===== src/rtl/atpc_pkg.sv =====
`default_nettype none
package atpc_pkg;

  typedef enum logic [1:0] {
    ACT_SAMPLE    = 2'd0,
    ACT_LOAD      = 2'd1,
    ACT_CLEAR_CH  = 2'd2,
    ACT_CLEAR_ALL = 2'd3
  } action_t;

  localparam logic KIND_MEAS = 1'b0;
  localparam logic KIND_ACK  = 1'b1;

  localparam int CHAN_COUNT = 8;

  localparam logic [11:0] CUTOFF_RESET = 12'd50;
  localparam logic [30:0] SAT_MAX = 31'h7FFF_FFFF;

  // Numerator magnitude: (avg - lm) needs 18 bits signed, (hi - li) 17; product 34 bits.
  localparam int NUM_W = 34;
  localparam int DEN_W = 17;

  typedef struct packed {
    logic [15:0] li;
    logic [15:0] hi;
    logic [15:0] lm;
    logic [15:0] hm;
  } pairs_t;

  typedef struct packed {
    logic [NUM_W-1:0] num;
    logic [DEN_W-1:0] den;
  } div_req_t;

endpackage
`default_nettype wire


===== src/rtl/adc_two_point_calibrator.sv =====
// Channel   Ports                          Direction
// in        in_valid, in_stall, in_*       word in
// out       out_valid, out_stall, out_*    word out
// cfg       cfg_we, cfg_wdata              register write
// A sample that completes no average passes ST_READ and ST_EXEC, a command
// these and ST_OUT, a clear of all channels ST_OUT only. An average without
// valid pairs adds ST_AVG and ST_FIN; with pairs the multiply and serial divide too.
// Reset clears the pair valid bits and the per-channel sample counts at once.
// The result waits in an output register, so a stalled result holds the block
// only once the next result is ready to leave.
`default_nettype none
module adc_two_point_calibrator
  import atpc_pkg::*;
#(
  parameter int SAMPLES_PER_RESULT = 10
) (
  input  wire logic        clk,
  input  wire logic        rst_n,
  input  wire logic        in_valid,
  output logic             in_stall,
  input  wire logic [1:0]  in_action,
  input  wire logic [2:0]  in_channel,
  input  wire logic [11:0] in_sample,
  input  wire logic [15:0] in_point_low_ideal,
  input  wire logic [15:0] in_point_high_ideal,
  input  wire logic [15:0] in_point_low_measured,
  input  wire logic [15:0] in_point_high_measured,
  output logic             out_valid,
  input  wire logic        out_stall,
  output logic             out_kind,
  output logic [2:0]       out_channel,
  output logic [30:0]      out_value,
  output logic             out_corrected,
  output logic             out_status,
  input  wire logic        cfg_we,
  input  wire logic [11:0] cfg_wdata
);
  localparam int CH_W  = (CHAN_COUNT > 1) ? $clog2(CHAN_COUNT) : 1;
  localparam int CNT_W = $clog2(SAMPLES_PER_RESULT + 1);
  localparam int RECIP_SH = 24;
  localparam logic [24:0] RECIP =
    25'((2**RECIP_SH + SAMPLES_PER_RESULT - 1) / SAMPLES_PER_RESULT);

  typedef enum logic [2:0] {
    ST_IDLE, ST_READ, ST_EXEC, ST_AVG, ST_MUL, ST_DIV, ST_FIN, ST_OUT
  } state_t;

  state_t state_r;
  logic [1:0]  act_r;
  logic [2:0]  ch_r;
  logic [11:0] smp_r;
  pairs_t      ld_r;
  logic [11:0] cutoff_r;
  logic [CHAN_COUNT-1:0] pv_r;
  logic [CHAN_COUNT-1:0] cv_r;
  logic [CH_W-1:0] idx;

  logic pair_we;
  logic [15:0] sum_rdata;
  logic [15+CNT_W:0] sc_wdata, sc_rdata;
  pairs_t pair_rdata, pairs;
  logic [CNT_W-1:0] cnt_rd;

  logic [15:0] sum_r;
  logic signed [17:0] dnum_r;
  logic signed [16:0] dmul_r;
  div_req_t req_r;
  logic start_r;
  logic div_done;
  logic signed [NUM_W:0] quot;
  logic signed [NUM_W+1:0] res_r;
  logic [30:0] oval_r;
  logic okind_r, ocorr_r, ostat_r;
  logic out_load;

  assign idx = ch_r[CH_W-1:0];
  assign in_stall = (state_r != ST_IDLE);
  assign out_load = (state_r == ST_OUT) && (!out_valid || !out_stall);

  atpc_ram #(.WIDTH(16 + CNT_W), .DEPTH(CHAN_COUNT)) u_acc (
    .clk(clk), .we(state_r == ST_EXEC && act_r == ACT_SAMPLE),
    .waddr(idx), .wdata(sc_wdata), .raddr(idx), .rdata(sc_rdata)
  );
  atpc_ram #(.WIDTH(64), .DEPTH(CHAN_COUNT)) u_pairs (
    .clk(clk), .we(pair_we), .waddr(idx), .wdata(ld_r), .raddr(idx),
    .rdata(pair_rdata)
  );

  assign pair_we = state_r == ST_EXEC && act_r == ACT_LOAD && ld_r.lm != ld_r.hm;
  assign pairs = pv_r[idx] ? pair_rdata : '0;
  assign cnt_rd = cv_r[idx] ? sc_rdata[CNT_W-1:0] : '0;
  assign sum_rdata = cv_r[idx] ? sc_rdata[15+CNT_W:CNT_W] : 16'd0;

  logic [15:0] sum_new;
  logic last;
  logic pv;
  assign sum_new = sum_rdata + {4'd0, smp_r};
  assign last = (cnt_rd + 1'b1) >= CNT_W'(SAMPLES_PER_RESULT);
  assign sc_wdata = last ? '0 : {sum_new, CNT_W'(cnt_rd + 1'b1)};
  assign pv = (pairs.hm != pairs.lm) && pairs.hm != 0 && pairs.lm != 0 &&
              pairs.hi != 0 && pairs.li != 0;

  logic [40:0] avg_prod;
  logic [15:0] avg_c;
  assign avg_prod = sum_r * RECIP;
  assign avg_c = avg_prod[RECIP_SH+15:RECIP_SH];
  logic signed [NUM_W+1:0] raw_res;
  logic signed [16:0] li_r;

  always_ff @(posedge clk) begin
    if (!rst_n) begin
      state_r   <= ST_IDLE;
      cutoff_r  <= CUTOFF_RESET;
      pv_r      <= '0;
      cv_r      <= '0;
      start_r   <= 1'b0;
      out_valid <= 1'b0;
    end else begin
      start_r <= (state_r == ST_MUL);
      if (cfg_we) cutoff_r <= cfg_wdata;
      if (out_load) begin
        out_valid     <= 1'b1;
        out_kind      <= okind_r;
        out_channel   <= ch_r;
        out_value     <= oval_r;
        out_corrected <= ocorr_r;
        out_status    <= ostat_r;
      end else if (!out_stall) begin
        out_valid <= 1'b0;
      end
      case (state_r)
        ST_IDLE: begin
          if (in_valid) begin
            act_r <= in_action; ch_r <= in_channel; smp_r <= in_sample;
            ld_r <= '{li: in_point_low_ideal, hi: in_point_high_ideal,
                      lm: in_point_low_measured, hm: in_point_high_measured};
            if (in_action == ACT_CLEAR_ALL) begin
              pv_r <= '0;
              okind_r <= KIND_ACK; oval_r <= '0; ocorr_r <= 1'b0; ostat_r <= 1'b0;
              state_r <= ST_OUT;
            end else if (32'(in_channel) >= CHAN_COUNT) begin
              state_r <= ST_IDLE;
            end else begin
              state_r <= ST_READ;
            end
          end
        end
        ST_READ: state_r <= ST_EXEC;
        ST_EXEC: begin
          oval_r  <= '0;
          ocorr_r <= 1'b0;
          case (act_r)
            ACT_CLEAR_CH: begin
              pv_r[idx] <= 1'b0;
              okind_r <= KIND_ACK;
              ostat_r <= 1'b0;
              state_r <= ST_OUT;
            end
            ACT_LOAD: begin
              if (pair_we) pv_r[idx] <= 1'b1;
              okind_r <= KIND_ACK;
              ostat_r <= (ld_r.lm == ld_r.hm);
              state_r <= ST_OUT;
            end
            default: begin
              cv_r[idx] <= 1'b1;
              okind_r <= KIND_MEAS;
              ostat_r <= 1'b0;
              sum_r <= sum_new;
              state_r <= last ? ST_AVG : ST_IDLE;
            end
          endcase
        end
        ST_AVG: begin
          ocorr_r <= pv;
          dnum_r <= $signed({2'b0, avg_c}) - 18'(signed'(pairs.lm));
          dmul_r <= 17'(signed'(pairs.hi)) - 17'(signed'(pairs.li));
          req_r.den <= 17'(signed'(pairs.hm)) - 17'(signed'(pairs.lm));
          li_r <= 17'(signed'(pairs.li));
          res_r <= $signed({20'd0, avg_c});
          state_r <= pv ? ST_MUL : ST_FIN;
        end
        ST_MUL: begin
          req_r.num <= NUM_W'(dnum_r * dmul_r);
          state_r <= ST_DIV;
        end
        ST_DIV: begin
          if (div_done) begin
            res_r <= raw_res;
            state_r <= ST_FIN;
          end
        end
        ST_FIN: begin
          if (res_r > $signed({5'd0, SAT_MAX})) oval_r <= SAT_MAX;
          else if (res_r < $signed({24'd0, cutoff_r})) oval_r <= '0;
          else oval_r <= res_r[30:0];
          state_r <= ST_OUT;
        end
        ST_OUT: begin
          if (out_load) state_r <= ST_IDLE;
        end
        default: state_r <= ST_IDLE;
      endcase
    end
  end

  assign raw_res = (NUM_W+2)'(quot) + (NUM_W+2)'(li_r);

  atpc_div u_div (
    .clk(clk), .rst_n(rst_n), .start(start_r), .req(req_r),
    .done(div_done), .quot(quot)
  );

`ifndef SYNTH
  a_hold_fields: assert property (@(posedge clk) disable iff (!rst_n)
    out_valid && out_stall |=>
      $stable({out_kind, out_channel, out_corrected, out_status}))
    else $error("stalled word changed");
  a_hold: assert property (@(posedge clk) disable iff (!rst_n)
    out_valid && out_stall |=> out_valid && $stable(out_value))
    else $error("result dropped");
  a_ack_zero: assert property (@(posedge clk) disable iff (!rst_n)
    out_valid && out_kind |-> out_value == 0 && !out_corrected)
    else $error("ack carries value");
`endif
endmodule
`default_nettype wire


===== src/rtl/atpc_ram.sv =====
`default_nettype none
module atpc_ram #(
  parameter int WIDTH = 16,
  parameter int DEPTH = 8
) (
  input  wire logic                     clk,
  input  wire logic                     we,
  input  wire logic [$clog2(DEPTH)-1:0] waddr,
  input  wire logic [WIDTH-1:0]         wdata,
  input  wire logic [$clog2(DEPTH)-1:0] raddr,
  output logic      [WIDTH-1:0]         rdata
);
  logic [WIDTH-1:0] mem [DEPTH];

  always_ff @(posedge clk) begin
    if (we) begin
      mem[waddr] <= wdata;
    end
    rdata <= mem[raddr];
  end
endmodule
`default_nettype wire


===== src/rtl/atpc_div.sv =====
`default_nettype none
module atpc_div
  import atpc_pkg::*;
(
  input  wire logic             clk,
  input  wire logic             rst_n,
  input  wire logic             start,
  input  wire div_req_t         req,
  output logic                  done,
  output logic signed [NUM_W:0] quot
);
  // Restoring divider on magnitudes, one quotient bit per cycle.
  localparam int CNT_W = $clog2(NUM_W + 1);

  logic [NUM_W-1:0] num_r, num_nxt;
  logic [DEN_W-1:0] den_r, den_nxt;
  logic [DEN_W:0]   rem_r, rem_nxt;
  logic [NUM_W-1:0] q_r, q_nxt;
  logic             neg_r, neg_nxt;
  logic             busy_r, busy_nxt;
  logic [CNT_W-1:0] cnt_r, cnt_nxt;
  logic             done_r, done_nxt;
  logic [DEN_W:0]   trial;

  always_comb begin
    num_nxt  = num_r;
    den_nxt  = den_r;
    rem_nxt  = rem_r;
    q_nxt    = q_r;
    neg_nxt  = neg_r;
    busy_nxt = busy_r;
    cnt_nxt  = cnt_r;
    done_nxt = 1'b0;
    trial    = {rem_r[DEN_W-1:0], num_r[NUM_W-1]};
    if (start) begin
      num_nxt  = req.num[NUM_W-1] ? (~req.num + 1'b1) : req.num;
      den_nxt  = req.den[DEN_W-1] ? (~req.den + 1'b1) : req.den;
      neg_nxt  = req.num[NUM_W-1] ^ req.den[DEN_W-1];
      rem_nxt  = '0;
      q_nxt    = '0;
      busy_nxt = 1'b1;
      cnt_nxt  = CNT_W'(NUM_W);
    end else if (busy_r) begin
      num_nxt = {num_r[NUM_W-2:0], 1'b0};
      if (trial >= {1'b0, den_r}) begin
        rem_nxt = trial - {1'b0, den_r};
        q_nxt   = {q_r[NUM_W-2:0], 1'b1};
      end else begin
        rem_nxt = trial;
        q_nxt   = {q_r[NUM_W-2:0], 1'b0};
      end
      cnt_nxt = cnt_r - 1'b1;
      if (cnt_r == CNT_W'(1)) begin
        busy_nxt = 1'b0;
        done_nxt = 1'b1;
      end
    end
  end

  always_ff @(posedge clk) begin
    if (!rst_n) begin
      busy_r <= 1'b0;
      done_r <= 1'b0;
      cnt_r  <= '0;
    end else begin
      busy_r <= busy_nxt;
      done_r <= done_nxt;
      cnt_r  <= cnt_nxt;
    end
    num_r <= num_nxt;
    den_r <= den_nxt;
    rem_r <= rem_nxt;
    q_r   <= q_nxt;
    neg_r <= neg_nxt;
  end

  assign done = done_r;
  assign quot = neg_r ? -$signed({1'b0, q_r}) : $signed({1'b0, q_r});
endmodule
`default_nettype wire


===== config.mk =====
export PLATFORM = sky130hd
export DESIGN_NAME = adc_two_point_calibrator
export DESIGN_NICKNAME = d
export VERILOG_FILES = /design/src/rtl/atpc_pkg.sv /design/src/rtl/adc_two_point_calibrator.sv /design/src/rtl/atpc_ram.sv /design/src/rtl/atpc_div.sv
export SDC_FILE = /design/constraint.sdc
export NUM_CORES = 2
export LEC_CHECK = 0
export BUFFER_PORTS_ARGS = -buffer_cell sky130_fd_sc_hd__buf_4
export CAP_MARGIN = 30
export CORE_AREA = 2 2 250 438
export CTS_CLUSTER_SIZE = 20
export DETAILED_ROUTE_END_ITERATION = 16
export DIE_AREA = 0 0 252 440
export GPL_TIMING_DRIVEN = 0
export PLACE_DENSITY = 0.76
export SYNTH_ARGS = -nofsm -noshare
export SYNTH_HDL_FRONTEND = slang
export SYNTH_SLANG_ARGS = --single-unit

===== constraint.sdc =====
create_clock -name clk -period 9.65 [get_ports clk]
set_input_delay 0.965 -clock clk [delete_from_list [all_inputs] [get_ports clk]]
set_output_delay 0.965 -clock clk [all_outputs]
set_load 0.05 [all_outputs]

==> metrics.cfg <==
[worst_setup_path]
critPathCaptureType=flip-flop
cp-start-kind=flip-flop
required_ns=10.20
critPathKind=flip-flop to flip-flop
timing.critical_path.mode_cell=fa_1
critPathSlowestCell=fa_1
crit_arrival_ns=9.12
slowest_delay_ns=0.57
crit_fanout=4

[routing]
via_per_inst=6.135
vias=41750
drt_pass1_iterations=8
ant_nets=0
totalWireLength_mm=164.8
initialDrtViolationCount=3592
wl_per_cell_um=24.22
drc=0

[global_routing]
grt_start_max_net_pins=38
first_global_vias=42980
grt_pass1_wl_mm=247.4
grt_antenna_before_repair=3
grt_usage=0.3003
overflow=0

[logic_synthesis]
synth.most_common_cell=edfxtp_1
post_synth_num_cell_types=99
seq_area_frac_synth=0.5375
ys.flop_type=edfxtp_1
netlist.area_leader.share=0.4825
synthesis.area_um2=64040
avgSynthCellArea_um2=12.67
synth_common_cells=edfxtp_1, inv_1, fa_1
synth-edff-count=1029
syn_inst=5055
ys_seq_elements=1205
ys_warn_count=0
yosysTopAreaCell=edfxtp_1
synth_nets=5873
synth.area.top_cells=edfxtp_1, fa_1, ha_1, dfxtp_1, a22oi_1
ys_async_sr_fraction=0

[sta]
hold-worst-slack_ns=0.3926
hold_violations=0
worst_slack_ns=1.077
slew_headroom=0.2494
fin_setup_tns_ns=0
tightest_slew_ns=1.126
slew_viol_final=0
final.min_clock_period_ns=8.573
finalClockSkew_ns=0.05014
timing.fmax_mhz=116.7
setup_viol=0
finalCritPeriodShare=0.8884
rsz0062_at_grt=no

[flow_run]
cap_violations=0

[finish]
layout-drive-gt1-share=0.08203
area_growth_syn_to_layout_pct=11.32
fin_nets=6154

[clock_network]
cts.sinks=1205
clock-root-buffer=clkbuf_16
clkTransAtPathRegs_ns=0.07
htree_levels=3
cts-resized-gates=0
cts_tree=yes
postCtsHoldBufs=0
clk_path_buf_depth=3
cts_buffers=102
postCtsSetupBuffers=0
clock_latency_ns=0.74

[pwr]
p_leak_nw=27.49
powerDensity_nw_per_um2=401.5
peakVddDrop_mv=0.7718

[status]
outcome=completed

[floorplanning]
die_h_um=440
dieArea_um2=110900
die_w_um=252
coreArea_um2=107700
rows=160
io_pins=137
start_util=0.5946

[placed_design]
place_congestion=1.048
hpwlAfterDp_mm=123.1
io_buffers=134
pre_cts_ws_ns=1.061

[min_path]
holdCritPathClass=primary input to flip-flop

==> power breakdown <==
group | internal, mW | switching, mW
Sequential | 7.01 | 0.405
Combinational | 6.86 | 10.0
Clock | 2.40 | 1.93
==> final timing paths <==
kind	to	startpoint	depth (start not counted)	slack, ns
hold reg to reg	out_value[23]	oval_r[23]	0	0.40
hold / removal	ld_r[4]	in_point_high_measured[4]	1	0.39
setup reg to reg	dnum_r[16]	sum_r[1]	29	1.08
setup / recovery	dnum_r[16]	sum_r[1]	29	1.08
==> state kept, by name, indices dropped and copies added, names as in the netlist, 20 cells and up <==
signal	cells
ld_r	64
out_value	31
oval_r	31
req_r	51
res_r	36
u_acc.mem	160
u_acc.rdata	20
u_div.num_r	34
u_div.q_r	34
u_pairs.mem	512
u_pairs.rdata	64
==> layer usage <==
metal	vias up	routed length [µm]	track usage	share of wire
met5	-	18	0	0.00011
met4	2	13460	0.2215	0.082
met3	691	11710	0.04731	0.071
met2	2072	84990	0.5372	0.52
met1	20450	54590	0.3190	0.33
li1	18530	-	-	-
==> through the flow <==
| stage | cell area (µm²) | total power [mW] | cells | util |
|---|---|---|---|---|
| floorplan | 64040 | 19.41 | 5055 | - |
| global placement | 66770 | 23.62 | 6566 | 0.6199 |
| detailed placement | 67690 | 24.18 | 6608 | 0.6285 |
| CTS | 71260 | 28.59 | 6801 | 0.6617 |
| global route | 71280 | 30.79 | 6804 | 0.6619 |
| finish | 71280 | 28.62 | 6804 | 0.6619 |
==> worst max-delay path: cells and delay by family, from the launching register on <==
family / cells / cell delay, ns
AOI/OAI and AO/OA: 11 / 2.38
xor gates and xnor gates: 1 / 0.56
adders and majority gates: 9 / 4.02
buffers and inverters: 5 / 0.35
DFF: 1 / 0.46
and+or+nand+nor: 3 / 0.62
==> layout by cell type, fill, tap and decap left out, drive strengths merged, types with 12 or more instances in the layout <==
cell    count
xnor2     150
nor2b      56
nor4       33
nor3       65
o41ai      20
mux2i      46
bufinv     12
mux2       14
nand3      42
o21bai     18
nand2     320
ha        341
or2        16
a31oi      18
o21ai     106
a211oi     13
a21o       54
a21boi     14
fa        379
or3        14
inv       563
a21oi     148
nand2b     39
edfxtp   1029
nand4      99
xor2       79
dfxtp     176
clkbuf    298
or4        18
and2      166
and3       18
clkinv     42
nor2      304
o21a       19
buf       202
o31ai      27
a22oi     338
==> logic make-up (layout without fill, tap and decap cells) <==
family                     Yosys count  in the layout  synth area share
muxes                               62             62           0.01036
AOI/OAI and AO/OA                  857            857           0.09541
and+or+nand+nor                   1224           1224           0.09566
xor gates and xnor gates           229            229           0.03132
other                                0              2                 0
DFF                               1205           1205            0.5375
buffers and inverters              758           1128           0.04461
adders and majority gates          720            720            0.1851
==> layout make-up <==
cell class,count,area [µm²]
flip-flops and latches,1205,34420
plain buffers,197,750.7
clock inverters,67,789.5
diodes,2,5.005
repair buffers,177,1817
clock buffers,126,2788
multi-input cells,3092,26880
well taps,1377,1723
inverters,561,2106
fillers,7720,36420
No activity file was read; power rests on OpenSTA's default activity.
